--- src/rtl/core/pqr_pkg.sv ---
// Shared types and constants for the priority ready queue.
// Depends on nothing; used by pqr_cell and priority_ready_queue.
package pqr_pkg;

    localparam int QUEUE_DEPTH = 16;
    localparam int CNT_W       = $clog2(QUEUE_DEPTH + 1);
    localparam int ID_W        = 16;
    localparam int KEY_W       = 32;

    localparam logic [1:0] CMD_ENQ  = 2'd0;
    localparam logic [1:0] CMD_DEQ  = 2'd1;
    localparam logic [1:0] CMD_KILL = 2'd2;

    localparam logic [1:0] ST_OK   = 2'd0;
    localparam logic [1:0] ST_MISS = 2'd1;
    localparam logic [1:0] ST_FULL = 2'd2;

    typedef struct packed {
        logic [1:0]       command;
        logic [ID_W-1:0]  proc_id;
        logic [KEY_W-1:0] prio_key;
    } pqr_req_t;

    typedef struct packed {
        logic [1:0]       status;
        logic [ID_W-1:0]  removed_id;
        logic [KEY_W-1:0] removed_key;
        logic             queue_empty;
    } pqr_rsp_t;

    typedef enum logic [1:0] {
        SEL_NEW,
        SEL_LEFT,
        SEL_RIGHT
    } cell_sel_t;

    typedef struct packed {
        logic      load;
        cell_sel_t sel;
    } cell_ctl_t;

    typedef enum logic {
        PQR_IDLE,
        PQR_EXEC
    } pqr_state_t;

endpackage

--- src/rtl/core/pqr_cell.sv ---
// One slot of the sorted queue: holds an entry and its compare flags.
// Depends on pqr_pkg.
module pqr_cell (
    input  logic                     clk,
    input  logic                     capture,
    input  logic [pqr_pkg::KEY_W-1:0] cmp_key,
    input  logic [pqr_pkg::ID_W-1:0]  cmp_id,
    input  pqr_pkg::cell_ctl_t       ctl,
    input  logic [pqr_pkg::KEY_W-1:0] new_key,
    input  logic [pqr_pkg::ID_W-1:0]  new_id,
    input  logic [pqr_pkg::KEY_W-1:0] left_key,
    input  logic [pqr_pkg::ID_W-1:0]  left_id,
    input  logic [pqr_pkg::KEY_W-1:0] right_key,
    input  logic [pqr_pkg::ID_W-1:0]  right_id,
    output logic [pqr_pkg::KEY_W-1:0] key,
    output logic [pqr_pkg::ID_W-1:0]  id,
    output logic                     gt,
    output logic                     hit
);

    logic [pqr_pkg::KEY_W-1:0] key_reg;
    logic [pqr_pkg::KEY_W-1:0] key_next;
    logic [pqr_pkg::ID_W-1:0]  id_reg;
    logic [pqr_pkg::ID_W-1:0]  id_next;
    logic                      gt_reg;
    logic                      hit_reg;

    always_comb
    begin
        unique case (ctl.sel)
            pqr_pkg::SEL_LEFT:
            begin
                key_next = left_key;
                id_next  = left_id;
            end
            pqr_pkg::SEL_RIGHT:
            begin
                key_next = right_key;
                id_next  = right_id;
            end
            default:
            begin
                key_next = new_key;
                id_next  = new_id;
            end
        endcase
    end

    // entry payload and flags: no reset needed, validity comes from the count
    always_ff @(posedge clk)
    begin
        if (ctl.load)
        begin
            key_reg <= key_next;
            id_reg  <= id_next;
        end
        if (capture)
        begin
            gt_reg  <= (key_reg > cmp_key);
            hit_reg <= (id_reg == cmp_id);
        end
    end

    assign key = key_reg;
    assign id  = id_reg;
    assign gt  = gt_reg;
    assign hit = hit_reg;

endmodule

--- src/rtl/core/priority_ready_queue.sv ---
// Top level of the priority ready queue: control, count and result register.
// Depends on pqr_pkg and pqr_cell.
//
// Usage:
//   req channel (req_valid/req_ready/req) carries one command per transaction:
//   enqueue (id, key), dequeue head, or kill by id. rsp channel
//   (rsp_valid/rsp_ready/rsp) returns exactly one result per command, in order.
//   Entries sit in a row of cells kept sorted by ascending key; equal keys
//   keep arrival order. Kill removes the first matching id in queue order.
// Timing:
//   At the accept edge every cell registers its key-greater and id-match
//   flags against the incoming command. At the execute edge each cell
//   loads from the new entry, its left or its right neighbor, the count
//   updates and the result is written to the output register.
//   rsp_valid rises at the execute edge; a stall can hold that edge off.
//   A command is not accepted until the one before it has executed, since
//   req_ready is only high between execute and the next accept.
//   A new command is accepted while a result waits in the output register.
// Stall: if rsp is still held when a command reaches execute, execute waits
//   (the cells hold) until the receiver takes the pending result.
// Reset: rst_n (async, active low) empties the queue and drops any result.
//   Slot contents are not cleared; only slots below the count are read.
module priority_ready_queue (
    input  logic              clk,
    input  logic              rst_n,
    input  logic              req_valid,
    output logic              req_ready,
    input  pqr_pkg::pqr_req_t req,
    output logic              rsp_valid,
    input  logic              rsp_ready,
    output pqr_pkg::pqr_rsp_t rsp
);

    localparam int D = pqr_pkg::QUEUE_DEPTH;
    localparam int C = pqr_pkg::CNT_W;
    localparam logic [D-1:0] ONE = D'(1);

    pqr_pkg::pqr_state_t state_reg;
    pqr_pkg::pqr_state_t state_next;
    pqr_pkg::pqr_req_t   cmd_reg;
    logic [C-1:0]        count_reg;
    logic [C-1:0]        count_next;
    pqr_pkg::pqr_rsp_t   rsp_reg;
    pqr_pkg::pqr_rsp_t   rsp_next;
    logic                rsp_valid_reg;

    logic accept;
    logic exec_fire;

    logic [pqr_pkg::KEY_W-1:0] cell_key [D];
    logic [pqr_pkg::ID_W-1:0]  cell_id  [D];
    logic [D-1:0]              gt_vec;
    logic [D-1:0]              hit_vec;
    logic [D-1:0]              valid_vec;
    logic [D-1:0]              at_count;
    pqr_pkg::cell_ctl_t        ctl_vec  [D];

    logic [D-1:0] ins_vec;
    logic [D-1:0] match_vec;
    logic [D-1:0] rm_vec;
    logic [D-1:0] first_vec;
    logic         found;
    logic         full;
    logic [pqr_pkg::KEY_W-1:0] sel_key;
    logic [pqr_pkg::ID_W-1:0]  sel_id;

    // ---------------- control FSM ----------------
    always_comb
    begin
        unique case (state_reg)
            pqr_pkg::PQR_IDLE: state_next = accept ? pqr_pkg::PQR_EXEC : pqr_pkg::PQR_IDLE;
            pqr_pkg::PQR_EXEC: state_next = exec_fire ? pqr_pkg::PQR_IDLE : pqr_pkg::PQR_EXEC;
            default:           state_next = pqr_pkg::PQR_IDLE;
        endcase
    end

    always_comb
    begin
        req_ready = (state_reg == pqr_pkg::PQR_IDLE);
        exec_fire = (state_reg == pqr_pkg::PQR_EXEC) && (!rsp_valid_reg || rsp_ready);
    end

    assign accept = req_valid && req_ready;

    always_ff @(posedge clk or negedge rst_n)
    begin
        if (!rst_n)
        begin
            state_reg     <= pqr_pkg::PQR_IDLE;
            count_reg     <= '0;
            rsp_valid_reg <= 1'b0;
        end
        else
        begin
            state_reg <= state_next;
            if (exec_fire)
            begin
                count_reg     <= count_next;
                rsp_valid_reg <= 1'b1;
            end
            else if (rsp_ready)
            begin
                rsp_valid_reg <= 1'b0;
            end
        end
    end

    always_ff @(posedge clk)
    begin
        if (accept)
            cmd_reg <= req;
        if (exec_fire)
            rsp_reg <= rsp_next;
    end

    // ---------------- cell row ----------------
    for (genvar g = 0; g < D; g++)
    begin : g_cell
        logic [pqr_pkg::KEY_W-1:0] lk;
        logic [pqr_pkg::ID_W-1:0]  li;
        logic [pqr_pkg::KEY_W-1:0] rk;
        logic [pqr_pkg::ID_W-1:0]  ri;

        assign valid_vec[g] = (C'(g) < count_reg);
        assign at_count[g]  = (C'(g) == count_reg);

        if (g == 0)
        begin : g_head
            assign lk = cmd_reg.prio_key;
            assign li = cmd_reg.proc_id;
        end
        else
        begin : g_mid
            assign lk = cell_key[g-1];
            assign li = cell_id[g-1];
        end

        if (g == D - 1)
        begin : g_tail
            assign rk = cell_key[g];
            assign ri = cell_id[g];
        end
        else
        begin : g_body
            assign rk = cell_key[g+1];
            assign ri = cell_id[g+1];
        end

        pqr_cell u_cell (
            .clk       (clk),
            .capture   (accept),
            .cmp_key   (req.prio_key),
            .cmp_id    (req.proc_id),
            .ctl       (ctl_vec[g]),
            .new_key   (cmd_reg.prio_key),
            .new_id    (cmd_reg.proc_id),
            .left_key  (lk),
            .left_id   (li),
            .right_key (rk),
            .right_id  (ri),
            .key       (cell_key[g]),
            .id        (cell_id[g]),
            .gt        (gt_vec[g]),
            .hit       (hit_vec[g])
        );
    end

    // ---------------- execute decode ----------------
    // Sorted keys make the greater-than set a suffix of the valid cells:
    // those cells shift right and the first of them takes the new entry.
    assign ins_vec = gt_vec & valid_vec;
    assign full    = (count_reg == C'(D));

    // Dequeue matches the head; kill matches ids. The match vector OR-ed with
    // its two's complement marks every cell from the first match upward.
    assign match_vec = (cmd_reg.command == pqr_pkg::CMD_DEQ) ? (valid_vec & ONE)
                                                              : (hit_vec & valid_vec);
    assign rm_vec    = (match_vec | ((~match_vec) + ONE)) & valid_vec;
    assign first_vec = match_vec & ((~match_vec) + ONE);
    assign found     = |match_vec;

    always_comb
    begin
        sel_key = '0;
        sel_id  = '0;
        for (int i = 0; i < D; i++)
        begin
            sel_key = sel_key | ({pqr_pkg::KEY_W{first_vec[i]}} & cell_key[i]);
            sel_id  = sel_id  | ({pqr_pkg::ID_W{first_vec[i]}}  & cell_id[i]);
        end
    end

    always_comb
    begin
        for (int i = 0; i < D; i++)
        begin
            ctl_vec[i].load = 1'b0;
            ctl_vec[i].sel  = pqr_pkg::SEL_NEW;
        end
        count_next           = count_reg;
        rsp_next.status      = pqr_pkg::ST_OK;
        rsp_next.removed_id  = '0;
        rsp_next.removed_key = '0;

        unique case (cmd_reg.command)
            pqr_pkg::CMD_ENQ:
            begin
                if (full)
                begin
                    rsp_next.status = pqr_pkg::ST_FULL;
                end
                else
                begin
                    for (int i = 0; i < D; i++)
                    begin
                        ctl_vec[i].load = exec_fire && (ins_vec[i] || at_count[i]);
                        if (i > 0 && ins_vec[(i > 0) ? i - 1 : 0])
                            ctl_vec[i].sel = pqr_pkg::SEL_LEFT;
                    end
                    count_next = count_reg + C'(1);
                end
            end
            pqr_pkg::CMD_DEQ, pqr_pkg::CMD_KILL:
            begin
                if (found)
                begin
                    for (int i = 0; i < D; i++)
                    begin
                        ctl_vec[i].load = exec_fire && rm_vec[i];
                        ctl_vec[i].sel  = pqr_pkg::SEL_RIGHT;
                    end
                    count_next           = count_reg - C'(1);
                    rsp_next.removed_id  = sel_id;
                    rsp_next.removed_key = sel_key;
                end
                else
                begin
                    rsp_next.status = pqr_pkg::ST_MISS;
                end
            end
            default:
            begin
                // unused code: queue untouched, status ok
            end
        endcase

        rsp_next.queue_empty = (count_next == '0);
    end

    assign rsp_valid = rsp_valid_reg;
    assign rsp       = rsp_reg;

`ifndef SYNTHESIS
    a_count_bound: assert property (@(posedge clk) disable iff (!rst_n)
        count_reg <= C'(D))
        else $error("queue count above depth");

    a_rsp_from_exec: assert property (@(posedge clk) disable iff (!rst_n)
        $rose(rsp_valid_reg) |-> $past(state_reg == pqr_pkg::PQR_EXEC))
        else $error("result appeared without an execute cycle");

    a_accept_to_exec: assert property (@(posedge clk) disable iff (!rst_n)
        accept |=> (state_reg == pqr_pkg::PQR_EXEC))
        else $error("accepted command did not reach execute");

    a_deq_shrinks: assert property (@(posedge clk) disable iff (!rst_n)
        (exec_fire && cmd_reg.command == pqr_pkg::CMD_DEQ && count_reg != '0)
        |=> (count_reg == $past(count_reg) - C'(1)))
        else $error("dequeue did not shrink the queue");

    a_empty_flag: assert property (@(posedge clk) disable iff (!rst_n)
        exec_fire |=> (rsp_reg.queue_empty == (count_reg == '0)))
        else $error("empty flag disagrees with count");
`endif

endmodule

--- config.mk ---
export PLATFORM = sky130hd
export DESIGN_NAME = priority_ready_queue
export DESIGN_NICKNAME = d
export VERILOG_FILES = /design/src/rtl/core/pqr_pkg.sv /design/src/rtl/core/pqr_cell.sv /design/src/rtl/core/priority_ready_queue.sv
export SDC_FILE = /design/constraint.sdc
export NUM_CORES = 2
export LEC_CHECK = 0
export ABC_CLOCK_PERIOD_IN_PS = 19600
export BUFFER_PORTS_ARGS = -buffer_cell sky130_fd_sc_hd__buf_2
export CORE_MARGIN = 8
export CORE_UTILIZATION = 25
export CTS_CLUSTER_SIZE = 16
export DETAILED_ROUTE_END_ITERATION = 6
export PLACE_DENSITY = 0.35
export SYNTH_ARGS = -nofsm -noshare
export SYNTH_HDL_FRONTEND = slang
export SYNTH_SLANG_ARGS = --single-unit
--- constraint.sdc ---
create_clock -name clk -period 19.6 [get_ports clk]
set_clock_uncertainty 0.2 [all_clocks]
set_input_delay 3.92 -clock clk [delete_from_list [all_inputs] [get_ports clk]]
set_output_delay 3.92 -clock clk [all_outputs]
set_load 0.02 [all_outputs]
==> Word-level counts from Yosys, hierarchy flattened <==
Index checks and enable logic that the tools add are counted.
{ "totals": {"register_bits": 908, "input_bits": 54, "output_inout_bits": 53, "word_cells": 369} }
{ "classes": {"n_addsub": 3, "magnitude_cmp": 32, "n_eq_ne": 65, "muxes": 65, "bitwise": 70, "n_reduce_logical": 60} }
{ "op_table": {"columns": ["operator", "n"], "rows": [
  ["case mux 32 bit (2 select lines)", 15],
  ["bitwise AND 32 bit", 16],
  ["> comparator 32 bit", 16],
  ["OR 32 bit", 15],
  ["case mux 16 bit (2 select lines)", 15],
  ["bitwise AND 16 bit", 20],
  ["== test 16 bit", 16],
  ["OR 16 bit", 16],
  ["case mux 45 bit (2 select lines)", 1],
  ["2-to-1 mux 48 bit", 1],
  ["2-to-1 mux 45 bit", 1],
  ["== test 4 x 5 -> 1 bit, first input constant", 8],
  ["< comparator 4 x 5 -> 1 bit, first input constant", 8],
  ["== test 2 bit, second input constant", 17],
  ["logical AND 1 bit", 34],
  ["== test 2 x 1 -> 1 bit, second input constant", 16],
  ["2-to-1 mux 16 bit", 2],
  ["2-to-1 mux 32 bit", 1],
  ["2-to-1 mux 1 bit", 21],
  ["== test 3 x 5 -> 1 bit, first input constant", 4],
  ["< comparator 3 x 5 -> 1 bit, first input constant", 4],
  ["logical OR 1 bit", 17],
  ["adder 16 x 1 -> 16 bit, second input constant", 1],
  ["NOT 16 bit", 1],
  ["other kinds (20)", 29]
]} }

==> Longest topological paths before layout <==
{ "depth": {"ltp_word": 22, "mapped_depth": 19, "depth_no_buf": 12} }

==> Hierarchy <==
Synthesis repeated with hierarchy kept, for this count alone.
{ "unflattened": {"hier_cells": 6704, "hier_area_um2": 63349.5} }
{ "by_module_without_submodules": {"columns": ["module", "n_inst", "cells_each", "area_per_inst_um2", "seq_area_each_um2"], "rows": [
  ["pqr_cell", 16, 351, 3367.0, 1501.4],
  ["priority_ready_queue", 1, 1088, 9477.8, 3208.1]
]} }

==> Least setup slack after synthesis <==
No wires, ideal clock.
{ "synth_timing": {"kind": "input -> register", "startpoint": "in rsp_ready", "endpoint": "reg g_cell[6].u_cell.id_reg (netlist bit g_cell[6].u_cell.id[0]), enable pin", "setup_time_ns": 0.528, "arrival_time_ns": 9.663, "required_ns": 18.872, "slack_ns": 9.209, "path_stages": 7, "path_buffers": 0, "path_cell_list": "nand2b_1 nand2_1 inv_1 nand2_1 nor2_1 nand3_1 o32ai_1"} }
{ "synth_lines": {"columns": ["item", "line", "rtl"], "rows": [
  ["start: declaration", "priority_ready_queue.sv:30", "input logic rsp_ready,"],
  ["end signal: assignment", "pqr_cell.sv:55", "id_reg <= id_next;"],
  ["end: declaration", "pqr_cell.sv:23", "logic [pqr_pkg::ID_W-1:0] id_reg;"]
]} }

==> impl_metrics.csv <==
group,metric,value,unit
placement,routabilityCongestion,0.905,
sta,whs,0.335,ns
status,violations,"DRC",
yosys,synth_area,60700,um2
sta,max_slew.worst_pin.slew,1.27,ns
worst_setup_path,critical_path_class,"in2reg",
floorplan,die-area,259000,um2
global_route,use_met3,5.42,%
sta,finalSetupViolations,0,
clock_tree,cts-resized-gates,0,
power_and_ir_drop,max-vdd-ir-drop,97.3,uV
yosys,synth_edf_count,901,
route,ant_nets,0,
clock_tree,cts.sinks,908,
finish,final_util,28.6,%
finish,nFillCells,25200,
clock_tree,cts_tree,"yes",
yosys,synth_nets,6606,
yosys,ys_seq_area_share,44.9,%
clock_tree,clk_latency,0.81,ns
global_route,met2_usage,38.7,%
finish,area_growth,14.2,%
yosys,synthCells,6004,
finish,mostFrequentLayoutCells,"nand2_1 (918), edfxtp_1 (901), o21ai_0 (778)",
global_route,grt_max_degree,67,
worst_setup_path,critPathMaxFanout,33,
clock_tree,ctsHoldBuffers,0,
yosys,synth-async-reset-ratio,0.771,%
placement,dp.cells,8988,
floorplan,num_rows,181,
sta,rsz0062_at_grt,"false",
sta,finalCritPeriodShare,36.0,%
clock_tree,numCtsBuffers,131,
route,vias_per_cell,5.91,
finish,final_common_cell,"nand2_1",
global_route,grt_pass1_vias,52000,
placement,dpl.hpwl,230000,um
global_route,track_usage,25.2,%
clock_tree,clk_pin_slew_worst_paths,0.05,ns
yosys,ys_ff_latch,908,
sta,tns,0,ns
global_route,grt_pass1_wl,457000,um
finish,fin_cells,9231,
clock_tree,clk_path_buf_depth,3,
power_and_ir_drop,powerDensity,121,nW/um2
sta,hold_viol,0,
sta,layout_min_cycle_time,7.06,ns
flow_run,cap_violations,0,
yosys,syn_area_per_cell,10.1,um2
power_and_ir_drop,p_leak,24.3,nW
yosys,ys_types,76,
finish,largest_register_ff_count,512,
floorplan,core_area,242000,um2
placement,place.port_buffers,106,
status,status,"finished with violations",
floorplan,die_x,509,um
worst_setup_path,crit_path_end_kind,"flip-flop",
yosys,yosys_warnings,0,
route,drc,8,
route,first_pass_iters,7,
yosys,synthFlopType,"edfxtp_1",
finish,seq_area,27200,um2
floorplan,start_util,25.0,%
worst_setup_path,critical_path.startpoint_type,"input port",
route,wire_per_inst,36.8,um
floorplan,ios,107,
clock_tree,postCtsSetupBuffers,0,
global_route,grt-ovfl-total,0,
route,wl,340000,um
clock_tree,cts_max_level,4,
sta,slew_viol_final,0,
route,first_iter_violations,7612,
global_route,grtUsageMet1,35.2,%
floorplan,die_h,509,um
global_route,antenna_found_initial,30,
finish,layout-drive-gt1-share,10.1,%
sta,relSlewSlack,14.2,%
clock_tree,clock-root-buffer,"clkbuf_16",
route,num_vias,54600,
worst_hold_path,hold_class,"reg2reg",
finish,multi_input_area,32100,um2
sta,fmax,142,MHz
finish,nets,6521,
global_route,top_usage_layer,"met2",
worst_setup_path,required,19.81,ns
worst_setup_path,cp.arrival,7.27,ns
## cells in the mapped netlist, drive strengths merged, types with 31 or more instances
master	n	share of area, %
nand4	167	1.7
a222oi	106	1.7
buf	50	0.37
a21oi	153	1.3
nand2	918	5.7
nor2b	46	0.47
inv	82	0.51
a22oi	751	9.3
ha	548	11
mux2	97	1.8
xnor2	257	3.7
o21ai	783	6.5
nor4	31	0.33
nand3	87	0.73
clkbuf	420	2.6
edfxtp	901	45
a31oi	49	0.51
a221oi	88	1.3
nor2	75	0.46
a21o	132	1.6
## final timing paths
check / from / end / slack, ns / cells after the start
min in group asynchronous: rst_n / count_reg[4]$_DFFE_PN0P_ / 2.76 / 1
worst min-delay path: rsp_valid$_DFFE_PN0P_ / rsp_valid$_DFFE_PN0P_ / 0.33 / 2
worst max-delay path: rsp_ready / g_cell[0].u_cell.key[15]$_DFFE_PP_ / 12.54 / 7
max in group asynchronous: rst_n / count_reg[1]$_DFFE_PN0P_ / 16.26 / 1
worst min register to register: rsp_valid$_DFFE_PN0P_ / rsp_valid$_DFFE_PN0P_ / 0.33 / 2
worst max register to register: count_reg[0]$_DFFE_PN0P_ / g_cell[1].u_cell.key[15]$_DFFE_PP_ / 12.75 / 14
## critical path, stage by stage
cell and delay (ns):
buf_2 0.07, nand2b_1 0.14, nand2_1 0.20, nor2_1 0.20, nand3_1 0.70, o22ai_4 1.19
buf_4 0.78
## final cells by class
cell class,count,area share [%]
antenna,10,0.0361
clock buffer,168,5.05
clock inverter,65,0.742
inverter,83,0.453
multi-input combinational,4543,46.3
sequential,908,39.3
tap,3202,5.78
timing repair buffer,252,2.35
## cell families after synthesis
kind of cell	share of synthesized area, %
DFF	44.9
and+or+nand+nor	10.5
AOI/OAI and AO/OA	24.3
muxes	1.85
buffers and inverters	3.48
xor gates and xnor gates	3.71
adders and majority gates	11.3
## report_power, final
| part | internal [mW] | switching [mW] |
|---|---|---|
| logic | 0.901 | 2.33 |
| registers | 2.53 | 0.276 |
| clock network | 1.34 | 1.01 |
| total | 4.78 | 3.61 |
## per-layer routing
layer	wire length, um	vias up
met3	30100	512
li1	-	23300
met2	148000	3067
met1	150000	27700
met5	13	-
met4	11500	2
## per-stage QoR
stage | total power [mW] | area [um2] | setup slack (ns)
3_5_place_dp | 6.00 | 65300 | 11.84
2_1_floorplan | 4.49 | 60700 | 9.21
6_report | 8.39 | 69300 | 12.54
4_1_cts | 8.38 | 69300 | 12.72
5_1_grt | 8.69 | 69300 | 12.43
3_3_place_gp | 5.98 | 65200 | 10.32
No activity file was read; power rests on OpenSTA's default activity.
